===== src/rtl/core/bit_symbol_repacker_assert.svh =====
// assertion macros for the bit symbol repacker
`ifndef BIT_SYMBOL_REPACKER_ASSERT_SVH
`define BIT_SYMBOL_REPACKER_ASSERT_SVH
`ifndef SYNTHESIS
// property must hold on every clock edge outside reset
`define BSR_ASSERT(name, clk, rstn, prop) \
  name: assert property (@(posedge clk) disable iff (!(rstn)) (prop)) \
    else $error("bit_symbol_repacker assertion failed");
// consequent must hold in the cycle after the antecedent
`define BSR_ASSERT_NEXT(name, clk, rstn, ante, cons) \
  name: assert property (@(posedge clk) disable iff (!(rstn)) (ante) |=> (cons)) \
    else $error("bit_symbol_repacker assertion failed");
`else
`define BSR_ASSERT(name, clk, rstn, prop)
`define BSR_ASSERT_NEXT(name, clk, rstn, ante, cons)
`endif
`endif


===== src/rtl/core/bsr_pkg.sv =====
// shared types, constants and helper functions of the bit symbol repacker
package bsr_pkg;

  localparam int unsigned ByteBits      = 8;
  localparam int unsigned MaxSymbolBits = 8;

  typedef enum logic [1:0] {
    RegBitsPerSymbol  = 2'd0,
    RegInputMsbFirst  = 2'd1,
    RegOutputMsbFirst = 2'd2
  } reg_idx_e;

  // per-cycle control shared by every cell of the bit row
  typedef struct packed {
    logic load;
    logic shift;
  } cell_ctrl_t;

  // symbol size as used: zero acts as one, anything above the maximum as the maximum
  function automatic logic [3:0] eff_bps(input logic [3:0] raw);
    logic [3:0] b;
    b = raw;
    if (b == 4'd0) begin
      b = 4'd1;
    end else if (b > 4'(MaxSymbolBits)) begin
      b = 4'(MaxSymbolBits);
    end
    return b;
  endfunction

  function automatic logic [ByteBits-1:0] rev8(input logic [ByteBits-1:0] v);
    logic [ByteBits-1:0] r;
    for (int i = 0; i < ByteBits; i++) begin
      r[i] = v[ByteBits-1-i];
    end
    return r;
  endfunction

endpackage


===== src/rtl/core/bsr_cell.sv =====
// one bit cell of the shift row: holds one stream bit and its valid flag
module bsr_cell (
  input  logic              clk_i,
  input  logic              rst_ni,
  input  bsr_pkg::cell_ctrl_t ctrl_i,
  input  logic              load_bit_i,
  input  logic              next_bit_i,
  input  logic              next_valid_i,
  output logic              bit_o,
  output logic              valid_o
);
  import bsr_pkg::*;

  logic bit_q, bit_d;
  logic valid_q, valid_d;

  always_comb begin
    bit_d   = bit_q;
    valid_d = valid_q;
    if (ctrl_i.load) begin
      bit_d   = load_bit_i;
      valid_d = 1'b1;
    end else if (ctrl_i.shift) begin
      bit_d   = next_bit_i;
      valid_d = next_valid_i;
    end
  end

  always_ff @(posedge clk_i or negedge rst_ni) begin
    if (!rst_ni) begin
      valid_q <= 1'b0;
    end else begin
      valid_q <= valid_d;
    end
  end

  always_ff @(posedge clk_i) begin
    bit_q <= bit_d;
  end

  assign bit_o   = bit_q;
  assign valid_o = valid_q;

endmodule


===== src/rtl/core/bsr_asm.sv =====
// symbol assembler: gathers stream bits, packs symbols, holds the output register
module bsr_asm (
  input  logic       clk_i,
  input  logic       rst_ni,
  input  logic [3:0] eff_bps_i,
  input  logic       out_msb_first_i,
  input  logic       bps_we_i,
  input  logic [3:0] bps_new_i,
  input  logic       bit_valid_i,
  input  logic       bit_i,
  input  logic       is_last_i,
  input  logic       m_tready_i,
  output logic       advance_o,
  output logic       m_tvalid_o,
  output logic [7:0] m_tdata_o,
  output logic       m_tlast_o
);
  import bsr_pkg::*;
  `include "bit_symbol_repacker_assert.svh"

  logic [6:0] acc_q, acc_d;
  logic [2:0] cnt_q, cnt_d;
  logic       ovalid_q, ovalid_d;
  logic [7:0] odata_q, odata_d;
  logic       olast_q, olast_d;

  logic       completes;
  logic [7:0] full;
  logic [7:0] sym;

  assign completes = ({1'b0, cnt_q} + 4'd1) == eff_bps_i;
  assign advance_o = bit_valid_i && !(completes && ovalid_q && !m_tready_i);
  assign full      = {1'b0, acc_q} | (8'(bit_i) << cnt_q);
  // first bit to the top of the symbol: reverse the byte, then right-align
  assign sym       = out_msb_first_i ? (rev8(full) >> (4'(ByteBits) - eff_bps_i)) : full;

  always_comb begin
    acc_d    = acc_q;
    cnt_d    = cnt_q;
    ovalid_d = ovalid_q;
    odata_d  = odata_q;
    olast_d  = olast_q;
    if (bps_we_i) begin
      // leftover bits that no longer fit under the new size are dropped
      if ({1'b0, cnt_q} >= eff_bps(bps_new_i)) begin
        acc_d = '0;
        cnt_d = '0;
      end
    end else if (advance_o) begin
      if (completes) begin
        acc_d = '0;
        cnt_d = '0;
      end else begin
        acc_d = full[6:0];
        cnt_d = cnt_q + 3'd1;
      end
    end
    if (advance_o && completes) begin
      ovalid_d = 1'b1;
      odata_d  = sym;
      olast_d  = is_last_i;
    end else if (m_tready_i) begin
      ovalid_d = 1'b0;
    end
  end

  always_ff @(posedge clk_i or negedge rst_ni) begin
    if (!rst_ni) begin
      acc_q    <= '0;
      cnt_q    <= '0;
      ovalid_q <= 1'b0;
    end else begin
      acc_q    <= acc_d;
      cnt_q    <= cnt_d;
      ovalid_q <= ovalid_d;
    end
  end

  always_ff @(posedge clk_i) begin
    odata_q <= odata_d;
    olast_q <= olast_d;
  end

  assign m_tvalid_o = ovalid_q;
  assign m_tdata_o  = odata_q;
  assign m_tlast_o  = olast_q;

  `BSR_ASSERT(a_cnt_below_size, clk_i, rst_ni, ({1'b0, cnt_q} < eff_bps_i))
  `BSR_ASSERT_NEXT(a_symbol_registered, clk_i, rst_ni, (advance_o && completes && !bps_we_i), ovalid_q)

endmodule


===== src/rtl/core/bit_symbol_repacker.sv =====
// top level of the bit symbol repacker: 8-bit input to 1..8-bit symbol gearbox
//
//  channel | group      | fields (lowest bit up)              | per request
//  --------+------------+-------------------------------------+---------------------
//  input   | s_axis_*   | tdata[7:0] in_byte                  | one raw byte
//  output  | m_axis_*   | tdata[7:0] symbol, tlast last_of_byte | one packed symbol
//  config  | cfg_*_i    | idx 0 symbol size, 1 input msb first, 2 output msb first
//
//  a row of eight bit cells shifts one bit per cycle, when not stalled, into the
//  symbol assembler, so bit rate through the row sets the byte rate
//  the next byte loads in the cycle the previous byte's last bit leaves the row
//  up to one symbol per cycle leaves through a registered output stage
//  a stalled output only freezes the row when the bit in cell 0 would finish a symbol
//  reset empties the row and the assembler, the symbol size resets to 1
module bit_symbol_repacker (
  input  logic       clk_i,
  input  logic       rst_ni,
  // input stream
  input  logic       s_axis_tvalid,
  output logic       s_axis_tready,
  input  logic [7:0] s_axis_tdata,   // [7:0] in_byte
  // output stream
  output logic       m_axis_tvalid,
  input  logic       m_axis_tready,
  output logic [7:0] m_axis_tdata,   // [7:0] symbol
  output logic       m_axis_tlast,   // last_of_byte
  // configuration writes
  input  logic       cfg_we_i,
  input  logic [1:0] cfg_idx_i,
  input  logic [3:0] cfg_wdata_i
);
  import bsr_pkg::*;
  `include "bit_symbol_repacker_assert.svh"

  // configuration registers
  logic [3:0] bps_q, bps_d;
  logic       in_msb_q, in_msb_d;
  logic       out_msb_q, out_msb_d;
  logic       bps_we;

  logic [3:0] eff;

  // bit row
  logic [ByteBits-1:0] row_bit;
  logic [ByteBits-1:0] row_valid;
  logic [ByteBits:0]   valid_ext;   // row valid with an always-empty cell past the end
  logic [ByteBits-1:0] load_byte;
  cell_ctrl_t          ctrl;

  logic advance;
  logic is_last;

  always_comb begin
    bps_d     = bps_q;
    in_msb_d  = in_msb_q;
    out_msb_d = out_msb_q;
    bps_we    = 1'b0;
    if (cfg_we_i) begin
      unique case (cfg_idx_i)
        RegBitsPerSymbol: begin
          bps_d  = cfg_wdata_i;
          bps_we = 1'b1;
        end
        RegInputMsbFirst:  in_msb_d  = cfg_wdata_i[0];
        RegOutputMsbFirst: out_msb_d = cfg_wdata_i[0];
        default: ;  // unknown index, write dropped
      endcase
    end
  end

  always_ff @(posedge clk_i or negedge rst_ni) begin
    if (!rst_ni) begin
      bps_q     <= 4'd1;
      in_msb_q  <= 1'b0;
      out_msb_q <= 1'b0;
    end else begin
      bps_q     <= bps_d;
      in_msb_q  <= in_msb_d;
      out_msb_q <= out_msb_d;
    end
  end

  assign eff = eff_bps(bps_q);

  // bit order of the byte fixed at load, cell 0 holds the oldest bit
  assign load_byte = in_msb_q ? rev8(s_axis_tdata) : s_axis_tdata;

  // accept while empty or while the last bit of the current byte shifts out
  assign s_axis_tready = !row_valid[0] || (advance && !row_valid[1]);
  assign ctrl.load     = s_axis_tvalid && s_axis_tready;
  assign ctrl.shift    = advance;

  for (genvar g = 0; g < ByteBits; g++) begin : g_cell
    logic nb, nv;
    if (g == ByteBits - 1) begin : g_end
      assign nb = 1'b0;
      assign nv = 1'b0;
    end else begin : g_mid
      assign nb = row_bit[g+1];
      assign nv = row_valid[g+1];
    end
    bsr_cell u_cell (
      .clk_i        (clk_i),
      .rst_ni       (rst_ni),
      .ctrl_i       (ctrl),
      .load_bit_i   (load_byte[g]),
      .next_bit_i   (nb),
      .next_valid_i (nv),
      .bit_o        (row_bit[g]),
      .valid_o      (row_valid[g])
    );
  end

  // a finished symbol is the byte's last when fewer than a symbol's bits remain behind it;
  // valid cells are contiguous from cell 0, so that is cell eff being empty
  assign valid_ext = {1'b0, row_valid};
  assign is_last   = !valid_ext[eff];

  bsr_asm u_asm (
    .clk_i           (clk_i),
    .rst_ni          (rst_ni),
    .eff_bps_i       (eff),
    .out_msb_first_i (out_msb_q),
    .bps_we_i        (bps_we),
    .bps_new_i       (cfg_wdata_i),
    .bit_valid_i     (row_valid[0]),
    .bit_i           (row_bit[0]),
    .is_last_i       (is_last),
    .m_tready_i      (m_axis_tready),
    .advance_o       (advance),
    .m_tvalid_o      (m_axis_tvalid),
    .m_tdata_o       (m_axis_tdata),
    .m_tlast_o       (m_axis_tlast)
  );

  `BSR_ASSERT(a_row_contiguous, clk_i, rst_ni, (((row_valid + 8'd1) & row_valid) == 8'd0))
  `BSR_ASSERT(a_no_load_mid_byte, clk_i, rst_ni, (!(row_valid[1] && s_axis_tready)))
  `BSR_ASSERT(a_symbol_upper_zero, clk_i, rst_ni, (!m_axis_tvalid || ((m_axis_tdata >> eff) == 8'd0)))

endmodule

===== config.mk =====
export PLATFORM = sky130hd
export DESIGN_NAME = bit_symbol_repacker
export DESIGN_NICKNAME = d
export VERILOG_FILES = /design/src/rtl/core/bsr_pkg.sv /design/src/rtl/core/bsr_cell.sv /design/src/rtl/core/bsr_asm.sv /design/src/rtl/core/bit_symbol_repacker.sv
export VERILOG_INCLUDE_DIRS = /design/src /design/src/rtl/core
export SDC_FILE = /design/constraint.sdc
export NUM_CORES = 1
export LEC_CHECK = 0
export BUFFER_PORTS_ARGS = -buffer_cell sky130_fd_sc_hd__buf_2
export CAP_MARGIN = 40
export CORE_MARGIN = 4
export CORE_UTILIZATION = 40
export CTS_CLUSTER_SIZE = 8
export DETAILED_ROUTE_END_ITERATION = 8
export PLACE_DENSITY_LB_ADDON = 0.1
export SYNTH_ARGS = -nofsm -noshare
export SYNTH_HDL_FRONTEND = slang
export SYNTH_SLANG_ARGS = --single-unit
export TNS_END_PERCENT = 1

===== constraint.sdc =====
create_clock -name clk_i -period 3.3 [get_ports clk_i]
set_input_delay 0.99 -clock clk_i [delete_from_list [all_inputs] [get_ports clk_i]]
set_output_delay 0.99 -clock clk_i [all_outputs]
set_load 0.02 [all_outputs]

==> impl_metrics.py <==
metrics = {
    "outcome": {
        "status": "finished clean",
    },
    "setup_path": {
        "cp_max_fo": 5,
        "critical_path_required_ns": 2.31,
        "arrival_ns": 2.20,
        "crit_path_end_kind": "output port",
        "start_kind": "flop",
        "crit_type": "flop to output port",
    },
    "grt": {
        "grt_pass1_wl_mm": 10.3,
        "antenna_found_initial": 0,
        "grt-ovfl-total": 0,
        "grt_max_degree": 26,
        "grtUsageTotal_pct": 15.4,
        "grt_pass1_vias": 2096,
    },
    "routing": {
        "totalWireLength_mm": 6.17,
        "wl_per_cell_um": 15.7,
        "drc": 0,
        "vias": 2185,
        "firstDrtPassIters": 4,
        "ant_nets": 0,
        "vias_per_cell": 5.55,
        "drt_iter0_drc": 72,
    },
    "sta": {
        "skew_ns": 0.00483,
        "setup_tns_ns": 0,
        "max_freq_mhz": 314,
        "period_share_pct": 96.7,
        "setup_viol": 0,
        "tightest_slew_ns": 0.623,
        "grt_setup_unrepaired": "false",
        "layout_setup_ws_ns": 0.110,
        "maxSlewHeadroom_pct": 58.4,
        "hold_viol_final": 0,
        "drv_slew": 0,
        "min_period_ns": 3.19,
    },
    "job": {
        "drv_cap": 0,
    },
    "synth": {
        "netlist_instances": 291,
        "synth_mux_area_share_pct": 11.7,
        "synth_edf_count": 17,
        "synth_top_family_by_area": "compound AO/OA/AOI/OAI gates",
        "ys_top_cells_by_area": "dfrtp_1 (22%), edfxtp_1 (19%), mux2_2 (5.3%)",
        "ys_seq_area_share_pct": 41.2,
        "synth_xor_area_share_pct": 1.59,
        "synth_seq_cells": 42,
        "async_flop_share_pct": 59.5,
        "ys_types": 54,
        "yosysTopAreaCellShare_pct": 21.8,
        "synth_simple_gate_area_share_pct": 16.6,
        "ys_warn_count": 0,
        "synth_top_area_cell": "dfrtp_1",
        "syn_area_um2": 2760,
        "syn_nets": 315,
        "avgSynthCellArea_um2": 9.48,
        "synth_compound_gate_area_share_pct": 21.0,
        "synthFlopType": "dfrtp_1",
        "synthAdderAreaFrac_pct": 2.27,
    },
    "floorplan": {
        "core-area_um2": 6760,
        "ioPinCount": 30,
        "initial_core_util_pct": 40.8,
        "die_w_um": 91.1,
        "fp.dieH_um": 91.1,
        "dieArea_um2": 8290,
        "num_rows": 30,
    },
    "clocking": {
        "clock_latency_ns": 0.30,
        "clk_pin_slew_worst_paths_ns": 0.08,
        "cts.sinks": 42,
        "post_cts_buffers": 0,
        "cts-root-buf": "clkbuf_8",
        "cts_buffer_depth": 2,
        "cts_tree": "done",
        "postCtsHoldBufs": 0,
        "cts_buffers": 5,
        "cts_resized": 0,
        "ctsHtreeMaxLevel": 2,
    },
    "place": {
        "dp_hpwl_mm": 4.32,
        "port_buffers": 29,
        "gp_congestion": 0.845,
        "place_inst": 386,
        "preCtsSetupSlack_ns": 0.380,
    },
    "finish": {
        "diodes": 0,
        "post-route-util_pct": 44.8,
        "fin_nets": 337,
        "layout-drive-gt1-share_pct": 20.4,
        "stdcell_count": 394,
        "areaGrowthSynthToFinish_pct": 9.80,
    },
    "worst_hold_path": {
        "hold_class": "flop to flop",
    },
    "power": {
        "powerDensity_nw_per_um2": 827,
        "cellLeakagePower_nw": 1.30,
        "ir_drop_mv": 0.327,
        "p_total_mw": 2.51,
    },
}
[path summary, 6_finish.rpt]
path	start	cells after the start	slack, ns	endpoint
hold reg to reg	bps_q[0]$_DFFE_PN1P_	2	0.49	bps_q[0]$_DFFE_PN1P_
min in group asynchronous	rst_ni	1	0.69	u_asm.cnt_q[2]$_DFFE_PN0P_
hold / removal	bps_q[0]$_DFFE_PN1P_	2	0.49	bps_q[0]$_DFFE_PN1P_
max in group asynchronous	rst_ni	1	2.22	g_cell[7].u_cell.valid_o$_DFFE_PN0P_
setup / recovery	u_asm.cnt_q[0]$_DFFE_PN0P_	6	0.11	s_axis_tready
setup reg to reg	bps_q[3]$_DFFE_PN0P_	8	0.52	u_asm.m_tdata_o[3]$_DFFE_PP_
[per-layer routing]
metal  part of all wire (%)  track usage [%]  wire length [um]  vias to the layer above
met4                    1.6             5.90               101                        0
met3                    3.6             3.07               223                       10
met1                     47             19.7              2900                     1037
li1                       -                -                 -                     1102
met5                      0                0                 0                        -
met2                     48             25.6              2950                       36
[synth_stat cells, types with 4 or more instances]
library cell / count
ha_1: 5
mux2i_1: 13
a21oi_1: 19
o21ai_0: 5
nor2_1: 24
nor2b_1: 8
edfxtp_1: 17
inv_1: 13
dfrtp_1: 24
nand3_1: 5
a211oi_1: 6
a31oi_1: 4
nand2b_1: 8
a211o_1: 7
a311oi_1: 6
mux2_2: 13
clkbuf_1: 14
nand2_1: 38
a21boi_0: 9
a21o_1: 4
[cell type report]
class,instances,area (um^2)
clock buffer,6,72.6
clock inverter,2,8.76
fill,677,3730
inverter,13,48.8
multi-input combinational,215,1460
sequential,42,1140
tap,80,100
timing repair buffer,36,198
[where the power goes]
part | leakage (nW) | internal, mW | switching (mW)
Combinational | 0.783 | 0.540 | 0.708
Sequential | 0.474 | 0.777 | 0.152
Clock | 0.0426 | 0.146 | 0.183
Total | 1.30 | 1.46 | 1.04
[metrics by stage]
stage                     hold WS, ns  instance area [um^2]
after floorplan                 0.455                  2760
after global placement          0.473                  2950
after detailed placement        0.476                  2950
after CTS                       0.498                  3030
after global routing            0.512                  3030
final                           0.493                  3030
[cells in the final DEF (no fill, tap or decap), types with 2 or more instances in the layout]
| cell type | count |
|---|---|
| clkbuf_8 | 5 |
| nor2_1 | 24 |
| a211o_1 | 7 |
| a21boi_0 | 9 |
| a21oi_1 | 19 |
| dfrtp_1 | 24 |
| a311oi_1 | 6 |
| o2bb2ai_1 | 2 |
| nor2b_1 | 8 |
| nand2b_1 | 8 |
| nand3_1 | 5 |
| buf_2 | 29 |
| or2_2 | 2 |
| a211oi_1 | 6 |
| xnor2_1 | 3 |
| mux4_2 | 2 |
| ha_1 | 5 |
| xor2_1 | 2 |
| a21o_1 | 4 |
| o22ai_1 | 3 |
| inv_1 | 13 |
| o211ai_1 | 2 |
| nand2_1 | 38 |
| o21ai_1 | 2 |
| o21ai_0 | 4 |
| nor3_1 | 2 |
| edfxtp_1 | 17 |
| mux2i_1 | 13 |
| mux2_2 | 13 |
| a31oi_1 | 4 |
| a221oi_1 | 2 |
| buf_4 | 7 |
| nand3b_1 | 2 |
| and3_1 | 2 |
[kinds of logic (layout without fill, tap and decap cells)]
group	count (synthesis)	after routing
and+or+nand+nor	97	97
AOI/OAI and AO/OA	80	80
DFF	42	42
buffers and inverters	34	57
muxes	28	28
adders and majority gates	5	5
xor gates and xnor gates	5	5
[critical path, cell delays in order (launching register included)]
cell and delay, ns:
dfrtp_1 0.39, ha_1 0.37, or4_4 0.45, a31oi_4 0.21
o211a_1 0.19, o21ai_1 0.11, buf_2 0.19
[registers in the layout, indices dropped and copies added (netlist names)]
signal                 count
g_cell.u_cell.bit_o        8
g_cell.u_cell.valid_o      8
u_asm.m_tdata_o            8
u_asm.acc_q                7
bps_q                      4
u_asm.cnt_q                3
in_msb_q                   1
out_msb_q                  1
u_asm.m_tlast_o            1
u_asm.m_tvalid_o           1
(Power assumes the default switching activity.)
